## config.mk

```make
export PLATFORM = sky130hd
export DESIGN_NAME = kv_command_line_parser_top_flat
export DESIGN_NICKNAME = d
export VERILOG_FILES = /design/src/sv/kvp_pkg.sv /design/src/sv/kvp_if.sv /design/src/sv/kvp_step.sv /design/src/sv/kv_command_line_parser_top.sv /design/src/flat_wrapper.sv
export SDC_FILE = /design/constraint.sdc
export NUM_CORES = 1
export LEC_CHECK = 0
export BUFFER_PORTS_ARGS = -buffer_cell sky130_fd_sc_hd__buf_2
export CAP_MARGIN = 10
export CORE_UTILIZATION = 30
export DETAILED_ROUTE_END_ITERATION = 12
export GPL_TIMING_DRIVEN = 1
export PLACE_DENSITY = 0.46
export SLEW_MARGIN = 10
export SYNTH_ARGS = -nofsm -noshare
export SYNTH_HDL_FRONTEND = slang
export SYNTH_HIERARCHICAL = 1
export SYNTH_SLANG_ARGS = --single-unit
```

## constraint.sdc

```tcl
create_clock -name clk -period 4 [get_ports clk]
set_clock_uncertainty 0.15 [all_clocks]
set_input_delay 0.8 -clock clk [delete_from_list [all_inputs] [get_ports clk]]
set_output_delay 0.8 -clock clk [all_outputs]
set_load 0.02 [all_outputs]
```

## src/sv/kvp_pkg.sv

```systemverilog
// Shared types and constants for the command line parser.
package kvp_pkg;

  typedef enum logic [3:0] {
    ST_START  = 4'd0,
    ST_G      = 4'd1,
    ST_GE     = 4'd2,
    ST_S      = 4'd3,
    ST_SE     = 4'd4,
    ST_SET    = 4'd5,
    ST_D      = 4'd6,
    ST_DE     = 4'd7,
    ST_TYPED  = 4'd8,
    ST_KEY    = 4'd9,
    ST_SKEY   = 4'd10,
    ST_SBLANK = 4'd11,
    ST_SVALUE = 4'd12,
    ST_CR     = 4'd13
  } parser_state_t;

  typedef enum logic [1:0] {
    STAT_MORE = 2'd0,
    STAT_BAD  = 2'd1,
    STAT_GOOD = 2'd2
  } status_t;

  typedef enum logic [1:0] {
    CODE_GET = 2'd0,
    CODE_SET = 2'd1,
    CODE_DEL = 2'd2
  } type_code_t;

  localparam logic [7:0] CH_G     = 8'h67;
  localparam logic [7:0] CH_S     = 8'h73;
  localparam logic [7:0] CH_D     = 8'h64;
  localparam logic [7:0] CH_E     = 8'h65;
  localparam logic [7:0] CH_T     = 8'h74;
  localparam logic [7:0] CH_L     = 8'h6C;
  localparam logic [7:0] CH_CR    = 8'h0D;
  localparam logic [7:0] CH_LF    = 8'h0A;
  localparam logic [7:0] CH_SPACE = 8'h20;
  localparam logic [7:0] CH_TAB   = 8'h09;

  typedef struct packed {
    status_t    status;
    logic       type_write;
    type_code_t type_code;
    logic       key_append;
    logic       value_append;
    logic [7:0] byte_out;
  } kvp_result_t;

endpackage

```

## src/sv/kvp_if.sv

```systemverilog
// Valid/ready channel interfaces for parser input bytes and parser results.
interface kvp_in_if;
  logic       valid;
  logic       ready;
  logic [7:0] byte_in;
  logic       restart;

  modport source (output valid, output byte_in, output restart, input ready);
  modport sink (input valid, input byte_in, input restart, output ready);
endinterface

interface kvp_out_if;
  logic       valid;
  logic       ready;
  logic [1:0] status;
  logic       type_write;
  logic [1:0] type_code;
  logic       key_append;
  logic       value_append;
  logic [7:0] byte_out;

  modport source (output valid, output status, output type_write, output type_code,
                  output key_append, output value_append, output byte_out, input ready);
  modport sink (input valid, input status, input type_write, input type_code,
                input key_append, input value_append, input byte_out, output ready);
endinterface

```

## src/sv/kvp_step.sv

```systemverilog
// Next parser position and per-byte result for one input byte.
module kvp_step (
  input  kvp_pkg::parser_state_t state,
  input  logic [7:0]             byte_in,
  input  logic                   restart,
  output kvp_pkg::parser_state_t state_next,
  output kvp_pkg::kvp_result_t   result
);

  kvp_pkg::parser_state_t st;
  kvp_pkg::status_t       status;
  kvp_pkg::type_code_t    tc;
  logic                   tw;
  logic                   ka;
  logic                   va;
  logic                   blank;
  logic                   eol;

  assign blank = (byte_in == kvp_pkg::CH_SPACE) || (byte_in == kvp_pkg::CH_TAB);
  assign eol   = (byte_in == kvp_pkg::CH_CR) || (byte_in == kvp_pkg::CH_LF);

  always_comb begin
    st     = restart ? kvp_pkg::ST_START : state;
    status = kvp_pkg::STAT_MORE;
    tw     = 1'b0;
    tc     = kvp_pkg::CODE_GET;
    ka     = 1'b0;
    va     = 1'b0;
    unique case (st)
      kvp_pkg::ST_START: begin
        if (blank) begin
        end else if (byte_in == kvp_pkg::CH_G) st = kvp_pkg::ST_G;
        else if (byte_in == kvp_pkg::CH_S) st = kvp_pkg::ST_S;
        else if (byte_in == kvp_pkg::CH_D) st = kvp_pkg::ST_D;
        else status = kvp_pkg::STAT_BAD;
      end
      kvp_pkg::ST_G: begin
        if (byte_in == kvp_pkg::CH_E) st = kvp_pkg::ST_GE;
        else status = kvp_pkg::STAT_BAD;
      end
      kvp_pkg::ST_GE: begin
        if (byte_in == kvp_pkg::CH_T) begin
          st = kvp_pkg::ST_TYPED;
          tw = 1'b1;
          tc = kvp_pkg::CODE_GET;
        end else status = kvp_pkg::STAT_BAD;
      end
      kvp_pkg::ST_S: begin
        if (byte_in == kvp_pkg::CH_E) st = kvp_pkg::ST_SE;
        else status = kvp_pkg::STAT_BAD;
      end
      kvp_pkg::ST_SE: begin
        if (byte_in == kvp_pkg::CH_T) begin
          st = kvp_pkg::ST_SET;
          tw = 1'b1;
          tc = kvp_pkg::CODE_SET;
        end else status = kvp_pkg::STAT_BAD;
      end
      kvp_pkg::ST_SET: begin
        // Any non-blank, line ends included, opens the key.
        if (!blank) begin
          ka = 1'b1;
          st = kvp_pkg::ST_SKEY;
        end
      end
      kvp_pkg::ST_D: begin
        if (byte_in == kvp_pkg::CH_E) st = kvp_pkg::ST_DE;
        else status = kvp_pkg::STAT_BAD;
      end
      kvp_pkg::ST_DE: begin
        if (byte_in == kvp_pkg::CH_L) begin
          st = kvp_pkg::ST_TYPED;
          tw = 1'b1;
          tc = kvp_pkg::CODE_DEL;
        end else status = kvp_pkg::STAT_BAD;
      end
      kvp_pkg::ST_TYPED: begin
        if (eol) status = kvp_pkg::STAT_BAD;
        else if (!blank) begin
          ka = 1'b1;
          st = kvp_pkg::ST_KEY;
        end
      end
      kvp_pkg::ST_SKEY: begin
        if (eol) status = kvp_pkg::STAT_BAD;
        else if (blank) st = kvp_pkg::ST_SBLANK;
        else ka = 1'b1;
      end
      kvp_pkg::ST_SBLANK: begin
        if (eol) status = kvp_pkg::STAT_BAD;
        else if (!blank) begin
          va = 1'b1;
          st = kvp_pkg::ST_SVALUE;
        end
      end
      kvp_pkg::ST_SVALUE: begin
        if (byte_in == kvp_pkg::CH_CR) st = kvp_pkg::ST_CR;
        else va = 1'b1;
      end
      kvp_pkg::ST_KEY: begin
        if (byte_in == kvp_pkg::CH_CR) st = kvp_pkg::ST_CR;
        else ka = 1'b1;
      end
      kvp_pkg::ST_CR: begin
        status = (byte_in == kvp_pkg::CH_LF) ? kvp_pkg::STAT_GOOD : kvp_pkg::STAT_BAD;
      end
      default: begin
        // Unreachable position codes answer bad and hold.
        status = kvp_pkg::STAT_BAD;
      end
    endcase
  end

  assign state_next          = st;
  assign result.status       = status;
  assign result.type_write   = tw;
  assign result.type_code    = tc;
  assign result.key_append   = ka;
  assign result.value_append = va;
  assign result.byte_out     = (ka || va) ? byte_in : 8'h00;

endmodule

```

## src/sv/kv_command_line_parser_top.sv

```systemverilog
// Top level of the byte-serial key/value command line parser.
//
//   channel  | dir | payload                                  | transfer when
//   ---------+-----+------------------------------------------+-----------------------
//   in_ch    | in  | byte_in[7:0], restart                    | valid && ready
//   out_ch   | out | status[1:0], type_write, type_code[1:0], | valid && ready
//            |     | key_append, value_append, byte_out[7:0]  |
//
// Flow: one byte per cycle sustained while out_ch is not held. Each byte passes the
// input register, then the result register, before its result is offered on out_ch.
// Reset: rst (synchronous, active high) empties both stages and puts the parser
// position at the start state.
// Stalls: when out_ch is held, the result register holds, the input register fills,
// and in_ch.ready drops only once both are full.
module kv_command_line_parser_top (
  input  logic              clk,
  input  logic              rst,
  kvp_in_if.sink            in_ch,
  kvp_out_if.source         out_ch
);

  // Input register stage.
  logic       in_valid;
  logic [7:0] in_byte;
  logic       in_restart;

  // Parser position, advanced as each byte moves into the result register.
  kvp_pkg::parser_state_t parser_state;
  kvp_pkg::parser_state_t parser_state_next;

  // Result register stage.
  logic                 out_valid;
  kvp_pkg::kvp_result_t out_result;
  kvp_pkg::kvp_result_t step_result;

  logic advance;
  logic in_take;

  // Move the held byte on when the result register is empty or draining now.
  assign advance = in_valid && (!out_valid || out_ch.ready);
  assign in_ch.ready = !in_valid || advance;
  assign in_take = in_ch.valid && in_ch.ready;

  kvp_step u_step (
    .state      (parser_state),
    .byte_in    (in_byte),
    .restart    (in_restart),
    .state_next (parser_state_next),
    .result     (step_result)
  );

  // Control: stage valids and parser position.
  always_ff @(posedge clk) begin
    if (rst) begin
      in_valid     <= 1'b0;
      out_valid    <= 1'b0;
      parser_state <= kvp_pkg::ST_START;
    end else begin
      if (in_take) in_valid <= 1'b1;
      else if (advance) in_valid <= 1'b0;

      if (advance) begin
        out_valid    <= 1'b1;
        parser_state <= parser_state_next;
      end else if (out_ch.ready) begin
        out_valid <= 1'b0;
      end
    end
  end

  // Payload: capture on transfer, hold otherwise.
  always_ff @(posedge clk) begin
    if (in_take) begin
      in_byte    <= in_ch.byte_in;
      in_restart <= in_ch.restart;
    end
    if (advance) out_result <= step_result;
  end

  assign out_ch.valid        = out_valid;
  assign out_ch.status       = out_result.status;
  assign out_ch.type_write   = out_result.type_write;
  assign out_ch.type_code    = out_result.type_code;
  assign out_ch.key_append   = out_result.key_append;
  assign out_ch.value_append = out_result.value_append;
  assign out_ch.byte_out     = out_result.byte_out;

endmodule
```

## src/flat_wrapper.sv

```systemverilog
// flat-port wrapper written by rule: the top's interface ports become plain ports
module kv_command_line_parser_top_flat 
  (clk, rst, in_ch_valid, in_ch_byte_in, in_ch_restart, in_ch_ready, out_ch_valid, out_ch_status, out_ch_type_write, out_ch_type_code, out_ch_key_append, out_ch_value_append, out_ch_byte_out, out_ch_ready);
  kvp_in_if in_ch_i ();
  kvp_out_if out_ch_i ();
  input  logic clk;
  input  logic rst;
  input wire logic [$bits(in_ch_i.valid)-1:0] in_ch_valid;
  input wire logic [$bits(in_ch_i.byte_in)-1:0] in_ch_byte_in;
  input wire logic [$bits(in_ch_i.restart)-1:0] in_ch_restart;
  output wire logic [$bits(in_ch_i.ready)-1:0] in_ch_ready;
  output wire logic [$bits(out_ch_i.valid)-1:0] out_ch_valid;
  output wire logic [$bits(out_ch_i.status)-1:0] out_ch_status;
  output wire logic [$bits(out_ch_i.type_write)-1:0] out_ch_type_write;
  output wire logic [$bits(out_ch_i.type_code)-1:0] out_ch_type_code;
  output wire logic [$bits(out_ch_i.key_append)-1:0] out_ch_key_append;
  output wire logic [$bits(out_ch_i.value_append)-1:0] out_ch_value_append;
  output wire logic [$bits(out_ch_i.byte_out)-1:0] out_ch_byte_out;
  input wire logic [$bits(out_ch_i.ready)-1:0] out_ch_ready;
  assign in_ch_i.valid = in_ch_valid;
  assign in_ch_i.byte_in = in_ch_byte_in;
  assign in_ch_i.restart = in_ch_restart;
  assign in_ch_ready = in_ch_i.ready;
  assign out_ch_valid = out_ch_i.valid;
  assign out_ch_status = out_ch_i.status;
  assign out_ch_type_write = out_ch_i.type_write;
  assign out_ch_type_code = out_ch_i.type_code;
  assign out_ch_key_append = out_ch_i.key_append;
  assign out_ch_value_append = out_ch_i.value_append;
  assign out_ch_byte_out = out_ch_i.byte_out;
  assign out_ch_i.ready = out_ch_ready;
  kv_command_line_parser_top u_core (.clk(clk), .rst(rst), .in_ch(in_ch_i), .out_ch(out_ch_i));
endmodule
```

==> reports/results.md <==
## Status
• result of the run: finished clean

## Die
• area of the core: 5990 sq um
• width of the die: 81.1 um
• DIE HEIGHT: 81.1 um
• starting density of the core: 0.314
• Row Count: 28
• I/O pin cnt: 30
• area enclosed by the die boundary: 6580 sq um

## Setup path
• category of the most critical setup path: flip-flop to flip-flop
• Worst setup SP type: flip-flop
• slack of the worst reg-to-reg path: 1550 ps
• Crit path max-delay family: simple AND/OR/NAND/NOR gates
• number of cell instances on the worst register-to-register path: 5
• buffers plus inverters on the worst setup path: 0
• Worst EP required: 3850 ps
• critical-path cell list: nor3_2 -> o211ai_2 -> o21ai_0 -> a211oi_1 -> or4b_1
• CP endpoint kind: flip-flop
• maximum fanout count along the critical path: 11
• biggest cell delay along the critical path: 560 ps
• end of the worst register-to-register path: u_core/out_ch.status[0]$_DFFE_PP_
• Crit-path slowest cell: edfxtp_1
• Critical Path AT: 2290 ps
• worst r2r src: u_core/in_byte[4]$_DFFE_PP_

## Timing
• RSZ-0062 raised after global routing: no
• relative slew slack: 0.316
• number of endpoints failing setup at the final stage: 0
• final count of hold timing violations: 0
• slew at the pin closest to its max-slew limit: 1020 ps
• maximum frequency from static timing analysis: 0.409 GHz
• post-layout min period: 2450 ps
• Final period util: 0.611
• final number of max-transition violations: 0
• Total Neg Setup Slack: 0 ps

## Clocking
• CTS max path bufs: 2
• number of buffers inserted during clock tree synthesis: 5
• TritonCTS clock tree: yes
• Clk Tree Root Cell: clkbuf_8
• number of H-tree branching levels: 2
• CTS clock-pin slew for the worst setup and hold paths: 60 ps
• insertion delay of the later-clocked pin in the worst-skew pair: 270 ps
• number of sinks handled by clock tree synthesis: 30
• Post-CTS Resized: 0
• Post-CTS Setup Inserts: 0
• CTS Hold Buffers Added: 0

## Placement
• cell area after placement: 2020 sq um
• count of placed standard cells including taps: 277
• global placement routability congestion: 0.827
• DP HPWL: 3020 um
• PortBufs: 29

## Global route
• pin count of the biggest net entering global routing: 22
• grt total ovfl: 0
• global-route wire length before repair: 6930 um
• via count of the first global-routing pass: 1397
• combined global-route utilization of all metal layers: 0.141
• antenna violations before repair: 0

## Logic synthesis
• share of the synthesized area in the top cell type: 0.383
• dominant cell type by area after synthesis: edfxtp_1
• syn_area_per_cell: 9.94 sq um
• number of enable flip-flop cells after synthesis: 24
• sequential fraction of the synthesis area: 0.447
• Post-Syn Nets: 202
• synth unique cells: 55
• Yosys warning total: 6
• primary flip-flop cell chosen by synthesis mapping: edfxtp_1
• gate count after technology mapping: 189
• fraction of synthesis flops using an asynchronous set or reset pin: 0
• Synth Register Bits: 30
• leading cell types by total area after synthesis: edfxtp_1 38%, dfxtp_1 6.4%, nor2_1 3.6%
• post-synthesis instance area: 1880 sq um

## Pwr
• power density over cell area: 302 nW/um^2
• share of total power in sequential cells: 0.571
• fraction of power consumed by combinational cells: 0.073
• standby leakage power: 0.766 nW
• part of the total power dissipated in the clock network: 0.356
• switching fraction of total power: 0.233
• total chip power: 0.000635 W
• reported net switching power: 0.000148 W
• Max IR drop VDD: 129 uV
• internal portion of total power: 0.000487 W

## Layout
• number of fill cells: 627
• fraction of layout instances using a drive strength above 1: 0.233
• area added between synthesis and finish: 11.7%
• net count of the finished layout: 222
• Diodes inserted: 0
• final cell utilization of the core: 0.350
• number of standard cells in the final layout excluding fillers: 285
• area of the multi-input gates: 916 sq um
• post-route cell area: 2100 sq um
• footprint of the flip-flops and latches: 841 sq um

## Hold path
• worst hold path stage count: 2
• Min-Delay Startpoint: u_core/in_valid$_SDFFE_PP0P_
• worst hold path type: flip-flop to flip-flop
• sink of the worst hold path: u_core/in_valid$_SDFFE_PP0P_

## Detailed routing
• count of nets left with antenna violations after detail routing: 0
• vias: 1515
• detailed-route wire length per cell: 14.8 um
• Via density: 5.32
• DR iter-0 viols: 148
• final WL: 4230 um
• residual DRC count: 0
• count of TritonRoute iterations in the first routing pass: 5

## Run
• max-cap viol count: 0

[state kept, by name, summed over array words and instances, names as in the netlist]
register / cells
u_core/out_ch.type_code: 2
u_core/parser_state: 4
u_core/out_ch.key_append: 1
u_core/out_ch.status: 2
u_core/out_ch.byte_out: 8
u_core/in_byte: 8
u_core/in_restart: 1
u_core/out_ch.valid: 1
u_core/out_ch.type_write: 1
u_core/in_valid: 1
u_core/out_ch.value_append: 1
[synthesized netlist by cell type (5+ instances only)]
cell	number
nor3_1	7
edfxtp_1	24
inv_1	5
nand3_1	9
clkbuf_1	5
dfxtp_1	6
a31oi_1	5
mux2i_1	5
nand2b_1	10
and2_1	9
nand2_1	11
nor2_1	18
[cell families (layout without fill, tap and decap cells)]
| logic type | after synthesis | count (layout) | share of synthesized area |
|---|---|---|---|
| DFF | 30 | 30 | 0.447 |
| xor gates and xnor gates | 2 | 2 | 0.00932 |
| muxes | 7 | 7 | 0.0386 |
| buffers and inverters | 22 | 43 | 0.0652 |
| and+or+nand+nor | 89 | 89 | 0.278 |
| AOI/OAI and AO/OA | 39 | 39 | 0.162 |
[per-layer routing]
layer	vias to the layer above	track usage	wire (um)
li1	753	-	-
met1	699	0.186	2040
met2	55	0.215	1890
met3	8	0.0348	234
met4	0	0.0643	62
met5	-	0	0
[placed cells by master, fill, tap and decap left out, types with 5 or more instances in the layout]
cell type and instances:
a31oi_1 5, and2_1 9, buf_2 29, clkbuf_8 5
dfxtp_1 6, edfxtp_1 24, inv_1 5, mux2i_1 5
nand2_1 11, nand2b_1 10, nand3_1 9, nor2_1 18
nor3_1 7
[power by group through the flow]
stage,logic (W),registers (W),clock network [W]
global route,0.0000510,0.000365,0.000249
global placement,0.0000474,0.000369,0
floorplan,0.0000321,0.000369,0
finish,0.0000466,0.000362,0.000226
CTS,0.0000472,0.000363,0.000236
detailed placement,0.0000471,0.000369,0
[area by class of cell]
cell class,instances,share of cell area
clock inverters,2,0.00417
well taps,75,0.0447
repair buffers,29,0.0691
inverters,6,0.0107
clock buffers,6,0.0346
flip-flops and latches,30,0.400
multi-input cells,137,0.436
[stage by stage]
stage | setup slack (ps) | hold slack, ps
floorplan | 1920 | 295
global placement | 1620 | 360
detailed placement | 1600 | 349
CTS | 1590 | 364
global route | 1470 | 400
finish | 1550 | 357
[how the worst max path moves through the flow]
stage / to / cells past startpoint / start
global route: u_core/out_ch.status[0]$_DFFE_PP_ / 5 / u_core/in_byte[4]$_DFFE_PP_
detailed placement: u_core/out_ch.status[0]$_DFFE_PP_ / 5 / u_core/in_byte[4]$_DFFE_PP_
finish: u_core/out_ch.status[0]$_DFFE_PP_ / 5 / u_core/in_byte[4]$_DFFE_PP_
global placement: u_core/out_ch.status[0]$_DFFE_PP_ / 5 / u_core/in_byte[3]$_DFFE_PP_
CTS: u_core/out_ch.status[0]$_DFFE_PP_ / 5 / u_core/in_byte[4]$_DFFE_PP_
floorplan: u_core/out_ch.status[0]$_DFFE_PP_ / 6 / u_core/in_byte[3]$_DFFE_PP_
[worst min-delay path: stages, from the launching register on]
cell	delay, ps
dfxtp_1	330
nand2_1	80
a21oi_1	60
Note: power is estimated with default switching activity, not from simulation.
